**src/sv/bbsf_pkg.sv**
```systemverilog
`timescale 1ns / 1ps
`default_nettype none

package bbsf_pkg;

	// Ring size of the byte store. Must be a power of two so the pointers wrap naturally.
	localparam int DEPTH = 1024;
	localparam int PTR_W = $clog2(DEPTH);
	localparam int CNT_W = $clog2(DEPTH + 1);

	// Fixed field widths of the stream payloads.
	localparam int BYTE_W  = 8;
	localparam int ACT_W   = 2;
	localparam int LEN_W   = 11;
	localparam int TOTAL_W = 64;

	// Reset value of the capacity register.
	localparam int CAP_RESET = 1024;

	// Packed payload widths, rounded up to whole bytes.
	localparam int IN_W   = 24;
	localparam int OUT_W  = 168;
	localparam int OUT_PAD = OUT_W - (BYTE_W + 2 * LEN_W + 2 * TOTAL_W + 5);

	typedef enum logic [ACT_W-1:0] {
		ACT_PUSH  = 2'd0,
		ACT_POP   = 2'd1,
		ACT_CLOSE = 2'd2,
		ACT_NONE  = 2'd3
	} action_t;

	// Access request from the queue control to the byte store.
	typedef struct packed {
		logic              we;
		logic [PTR_W-1:0]  waddr;
		logic [BYTE_W-1:0] wdata;
		logic [PTR_W-1:0]  raddr;
	} mem_req_t;

endpackage

`default_nettype wire

```
**src/sv/bbsf_core.sv**
```systemverilog
`timescale 1ns / 1ps
`default_nettype none

module bbsf_core (
	input  wire logic                          clk,
	input  wire logic                          arst_n,
	input  wire logic [bbsf_pkg::LEN_W-1:0]    capacity,
	input  wire logic                          s_tvalid,
	output logic                               s_tready,
	input  wire logic [bbsf_pkg::IN_W-1:0]     s_tdata,
	input  wire logic [bbsf_pkg::ACT_W-1:0]    s_tuser,
	output logic                               m_tvalid,
	input  wire logic                          m_tready,
	output logic [bbsf_pkg::OUT_W-1:0]         m_tdata,
	output bbsf_pkg::mem_req_t                 mem_req,
	input  wire logic [bbsf_pkg::BYTE_W-1:0]   mem_rdata
);
	import bbsf_pkg::*;

	// Queue state.
	logic [PTR_W-1:0]   rd_ptr_q, rd_ptr_d;
	logic [PTR_W-1:0]   wr_ptr_q, wr_ptr_d;
	logic [CNT_W-1:0]   fill_q, fill_d;
	logic               closed_q, closed_d;
	logic [TOTAL_W-1:0] pushed_q, pushed_d;
	logic [TOTAL_W-1:0] popped_q, popped_d;

	// Status stage waiting for the head byte read.
	logic              valid_s1;
	logic              dropped_s1, dropped_d;
	logic              overrun_s1, overrun_d;
	logic              fwd_s1, fwd_d;
	logic [BYTE_W-1:0] fbyte_s1;

	logic              accept;
	logic              out_free;
	logic              move;
	action_t           act;
	logic [BYTE_W-1:0] push_byte;
	logic [LEN_W-1:0]  pop_count;
	logic [CNT_W-1:0]  cap_eff;
	logic [CNT_W-1:0]  pop_n;
	logic [CNT_W-1:0]  space;
	logic              has_data;
	logic [BYTE_W-1:0] head;
	logic [OUT_W-1:0]  result;

	assign act       = action_t'(s_tuser);
	assign push_byte = s_tdata[BYTE_W-1:0];
	assign pop_count = s_tdata[BYTE_W +: LEN_W];

	// Handshake: a new transaction enters while the previous one moves to the output.
	assign out_free = !m_tvalid || m_tready;
	assign move     = valid_s1 && out_free;
	assign s_tready = !valid_s1 || out_free;
	assign accept   = s_tvalid && s_tready;

	// Capacity is clamped to the ring size.
	assign cap_eff = (int'(capacity) > DEPTH) ? CNT_W'(DEPTH) : CNT_W'(capacity);

	// Action decode and next queue state.
	always_comb begin
		rd_ptr_d  = rd_ptr_q;
		wr_ptr_d  = wr_ptr_q;
		fill_d    = fill_q;
		closed_d  = closed_q;
		pushed_d  = pushed_q;
		popped_d  = popped_q;
		dropped_d = 1'b0;
		overrun_d = 1'b0;
		fwd_d     = 1'b0;
		pop_n     = '0;
		mem_req.we    = 1'b0;
		mem_req.waddr = wr_ptr_q;
		mem_req.wdata = push_byte;
		if (accept) begin
			unique case (act)
				ACT_PUSH: begin
					if (closed_q || fill_q >= cap_eff) begin
						dropped_d = 1'b1;
					end else begin
						mem_req.we = 1'b1;
						wr_ptr_d   = wr_ptr_q + PTR_W'(1);
						fill_d     = fill_q + CNT_W'(1);
						pushed_d   = pushed_q + TOTAL_W'(1);
						// The byte lands at the head of an empty queue.
						fwd_d      = (fill_q == '0);
					end
				end
				ACT_POP: begin
					if (int'(pop_count) > int'(fill_q)) begin
						overrun_d = 1'b1;
						pop_n     = fill_q;
					end else begin
						pop_n     = CNT_W'(pop_count);
					end
					rd_ptr_d = rd_ptr_q + pop_n[PTR_W-1:0];
					fill_d   = fill_q - pop_n;
					popped_d = popped_q + TOTAL_W'(pop_n);
				end
				ACT_CLOSE: begin
					closed_d = 1'b1;
				end
				default: begin
				end
			endcase
		end
		// The head byte is read at the pointer that follows this transaction.
		mem_req.raddr = rd_ptr_d;
	end

	// Queue state registers.
	always_ff @(posedge clk or negedge arst_n) begin
		if (!arst_n) begin
			rd_ptr_q <= '0;
			wr_ptr_q <= '0;
			fill_q   <= '0;
			closed_q <= 1'b0;
			pushed_q <= '0;
			popped_q <= '0;
		end else begin
			rd_ptr_q <= rd_ptr_d;
			wr_ptr_q <= wr_ptr_d;
			fill_q   <= fill_d;
			closed_q <= closed_d;
			pushed_q <= pushed_d;
			popped_q <= popped_d;
		end
	end

	// Status stage control.
	always_ff @(posedge clk or negedge arst_n) begin
		if (!arst_n) begin
			valid_s1 <= 1'b0;
		end else if (accept) begin
			valid_s1 <= 1'b1;
		end else if (move) begin
			valid_s1 <= 1'b0;
		end
	end

	// Status stage payload.
	always_ff @(posedge clk) begin
		if (accept) begin
			dropped_s1 <= dropped_d;
			overrun_s1 <= overrun_d;
			fwd_s1     <= fwd_d;
			fbyte_s1   <= push_byte;
		end
	end

	// The queue registers still describe the staged transaction until the next one is taken,
	// which happens on the same edge that moves it out.
	assign has_data = (fill_q != '0);
	assign space    = (fill_q >= cap_eff) ? '0 : cap_eff - fill_q;
	assign head     = !has_data ? '0 : (fwd_s1 ? fbyte_s1 : mem_rdata);
	assign result   = {
		OUT_PAD'(0),
		overrun_s1,
		dropped_s1,
		closed_q && !has_data,
		closed_q,
		popped_q,
		pushed_q,
		LEN_W'(space),
		LEN_W'(fill_q),
		has_data,
		head
	};

	// Output register control.
	always_ff @(posedge clk or negedge arst_n) begin
		if (!arst_n) begin
			m_tvalid <= 1'b0;
		end else if (move) begin
			m_tvalid <= 1'b1;
		end else if (m_tready) begin
			m_tvalid <= 1'b0;
		end
	end

	// Output register payload.
	always_ff @(posedge clk) begin
		if (move) begin
			m_tdata <= result;
		end
	end

`ifndef SYNTH
	// The fill level never exceeds the ring size.
	a_fill_bound: assert property (@(posedge clk) disable iff (!arst_n)
		int'(fill_q) <= DEPTH)
		else $error("fill level above ring size");

	// Pointer distance always equals the fill level modulo the ring size.
	a_ptr_fill: assert property (@(posedge clk) disable iff (!arst_n)
		PTR_W'(wr_ptr_q - rd_ptr_q) == fill_q[PTR_W-1:0])
		else $error("pointers disagree with fill level");

	// A staged transaction is kept while the output is blocked.
	a_stage_hold: assert property (@(posedge clk) disable iff (!arst_n)
		valid_s1 && !out_free |=> valid_s1)
		else $error("staged transaction lost");

	// An accepted push grows the fill level by exactly one.
	a_push_fill: assert property (@(posedge clk) disable iff (!arst_n)
		accept && act == ACT_PUSH && !dropped_d |=> fill_q == $past(fill_q) + CNT_W'(1))
		else $error("push did not advance fill level");

	// The queue state changes only when a transaction is taken.
	a_state_stable: assert property (@(posedge clk) disable iff (!arst_n)
		!accept |=> $stable(fill_q) && $stable(rd_ptr_q) && $stable(wr_ptr_q))
		else $error("queue state changed without a transaction");
`endif

endmodule

`default_nettype wire

```
**config.mk**
```make
export PLATFORM = sky130hd
export DESIGN_NAME = bbsf_core
export DESIGN_NICKNAME = d
export VERILOG_FILES = /design/src/sv/bbsf_pkg.sv /design/src/sv/bbsf_core.sv
export SDC_FILE = /design/constraint.sdc
export NUM_CORES = 1
export LEC_CHECK = 0
export CORE_AREA = 5 5 188 190
export DETAILED_ROUTE_END_ITERATION = 6
export DIE_AREA = 0 0 193 195
export DONT_BUFFER_PORTS = 1
export PLACE_DENSITY = 0.7
export SLEW_MARGIN = 20
export SYNTH_ARGS = -nofsm -noshare
export SYNTH_HDL_FRONTEND = slang
export SYNTH_SLANG_ARGS = --single-unit
```
**constraint.sdc**
```tcl
create_clock -name clk -period 9.4 [get_ports clk]
set_clock_uncertainty 0.15 [all_clocks]
set_input_delay 1.88 -clock clk [delete_from_list [all_inputs] [get_ports clk]]
set_output_delay 1.88 -clock clk [all_outputs]
set_load 0.005 [all_outputs]
```
==> reports/qor.txt <==
Setup repair after global routing missed its margin: no
Die span in x: 193 µm
PortBufs: 0
Layout Nets: 1288
Clk Tree Root Cell: clkbuf_16
Residual DRC: 0
Commonest non-fill, non-tap cell in the layout: edfxtp_1
Overall Power: 4.12 mW
Final instance area: 16500 µm²
WP data arrival: 5.74 ns
Final Max Slew Viols: 0
Setup tns final: 0 ns
Worst setup margin: 1.63 ns
Synth Register Bits: 336
Via count: 8923
Pwr/cell area: 249 nW/µm²
Met1 usage: 0.216
Final min period: 7.77 ns
Worst EP required: 7.37 ns
Vias in the first global route: 8942
Internal power: 2.93 mW
CP Cell Sequence: ha_1 -> a211oi_1 -> o21bai_1 -> a211oi_1 -> a41oi_2 -> o21ai_0 -> ha_1 -> inv_1 -> fa_1 -> nor2b_1 -> o21ai_0 -> a21oi_1 -> o21ai_0 -> a21boi_0 -> or3_1 -> nand3_1
Synth-to-layout area growth: 11.2%
Yosys warnings: 0
Largest net degree at the start of global routing: 163
Dpl cells: 1591
Most used cell, CP: o21ai_0
Post-DRT Antenna Nets: 0
CP max FO: 12
Chip height: 195 µm
DRT iter0 DRCs: 535
Maximum VDD drop: 0.199 mV
Area after DPL: 15300 µm²
Grt met3 use: 0.0414
Post-synth ARST share: 0.482
Worst path max stage delay: 0.58 ns
Register area share after synthesis: 0.624
Worst hold slack: 0.295 ns
Fmax: 0.129 GHz
Syn Area/Cell: 12.8 µm²
Outcome: complete, no violations
CORE AREA: 33300 µm²
First-pass GRT wire length: 49200 µm
Max-cap violations: 0
Io pins: 248
DR pass1 iterations: 5
Psw: 1.19 mW
EDFF count, synth: 174
Crit Path Category: primary input to output pin
Gate Count Post-Synth: 1163
Final setup violation count: 0
Switch share: 0.289
Post-Route Utilization: 0.496
Clock-pin slew on the worst setup and hold paths: 0.06 ns
Gr usage total: 0.163
Met2 usage: 0.263
Clock share of power: 0.340
Routed wire length: 31200 µm
Cell taking the most area after synthesis: edfxtp_1
Synth Cell Area: 14900 µm²
Grt ovf: 0
Slew Limit Headroom: 0.329
Post-route insts no fill: 1656
Hold WC Path Type: flip-flop to flip-flop
ANT cells: 0
Commonest register cell after synthesis: edfxtp_1
Antenna violations before repair: 2
Worst-skew pair later-pin latency: 0.51 ns
Worst slew pin tran: 0.998 ns
Row count: 67
Register share of total power: 0.450
Commonest cells after routing, fill and taps aside: edfxtp_1 (174), dfrtp_1 (162), xnor2_1 (109)
Vias per cell: 5.39
Final hold viol count: 0
Sink Count: 336
CTS max path bufs: 3
Post-synth top area share: 0.351
Synth top area cells: edfxtp_1 (35%), dfrtp_1 (27%), xnor2_1 (6.4%)
Worst Setup End Kind: output pin
Post-CTS Hold Fix Bufs: 0
CTS tree: yes
Worst slack, placed: 1.51 ns
Starting Density: 0.447
Postcts setup bufs: 0
Routed len/inst: 18.8 µm
CTS H-tree lvls: 2
Hpwl dp: 22200 µm
Period utilization: 0.827
DIE AREA: 37600 µm²
Most used routing layer: met2
Routability cong.: 0.859
Post-CTS resize count: 0
Pleak: 6.71 nW
Yosys cell types: 60
Combinational Power Share: 0.210
Worst path slowest cell: a211oi_1
Fraction of layout cells with a size suffix above 1: 0.0820
CP Launch Type: primary input
Total CTS buffers: 36
## power groups by stage
stage	sequential [mW]	clock [mW]	combinational [mW]
2_1_floorplan	1.83	0	0.691
3_3_place_gp	1.88	0	0.833
3_5_place_dp	1.88	0	0.859
4_1_cts	1.86	1.44	0.867
5_1_grt	1.87	1.51	0.976
6_report	1.85	1.40	0.866
## cell families after synthesis
group	after synthesis	synth area share
AO/OA/AOI/OAI	120	0.0524
XOR/XNOR	151	0.0890
adder cells (fa/ha/maj)	58	0.0508
buffers and inverters	74	0.0231
flip-flops	336	0.624
multiplexers	21	0.0152
other	1	0.000252
AND/OR/NAND/NOR	402	0.145
## critical path, delay by kind of cell
| kind | cells | cell delay, ns |
|---|---|---|
| AOI/OAI and AO/OA | 9 | 2.40 |
| adders and majority gates | 3 | 0.95 |
| and+or+nand+nor | 3 | 0.44 |
| buffers and inverters | 1 | 0.06 |
## layout make-up
class                   count  area [µm²]
well taps                 448         561
clock buffers              53        1000
repair buffers              9        67.6
clock inverters            12         178
fillers                  2879       16800
flip-flops and latches    336        9280
multi-input cells         757        5280
inverters                  41         154
## flip-flops by register name (all words and copies together), names as in the netlist
name / cells
rd_ptr_q: 10
popped_q: 64
closed_q: 1
overrun_s1: 1
dropped_s1: 1
valid_s1: 1
m_tvalid: 1
fill_q: 11
pushed_q: 64
fwd_s1: 1
wr_ptr_q: 10
fbyte_s1: 8
m_tdata: 163
## path summary, 6_finish.rpt
kind,cells after the start,slack (ns),from,endpoint
max,16,1.63,s_tdata[16],mem_req[8]
min,0,0.29,overrun_s1,m_tdata[162]
max reg2reg,16,3.76,fill_q[1],popped_q[62]
min reg2reg,0,0.29,overrun_s1,m_tdata[162]
max in group asynchronous,0,7.83,arst_n,wr_ptr_q[1]
min in group asynchronous,0,0.94,arst_n,popped_q[4]
## synth_stat cells, drive strengths merged, types with 3 or more instances
master  number
nor2b       15
mux2i        9
nand2      103
o211ai       3
a21o         5
nor4b        3
nand3       50
nor4        15
buf         22
nor3b        3
o31ai        7
and4         9
a41oi        3
inv         41
edfxtp     174
o21ai       39
or2          3
mux2        12
and3        26
or3          8
xnor2      109
and2         6
a21oi       34
clkbuf      11
nand2b       9
nand4       42
o21a         3
o21bai       5
ha          54
a211oi      10
dfrtp      162
xor2        42
nor3        27
nor2        73
nand3b       6
fa           4
## per-layer routing
layer | wire length [µm] | part of all wire
met5 | 7 | 0.00022
met4 | 952 | 0.031
met3 | 1930 | 0.062
met2 | 14800 | 0.47
met1 | 13500 | 0.43
(Power assumes the default switching activity.)
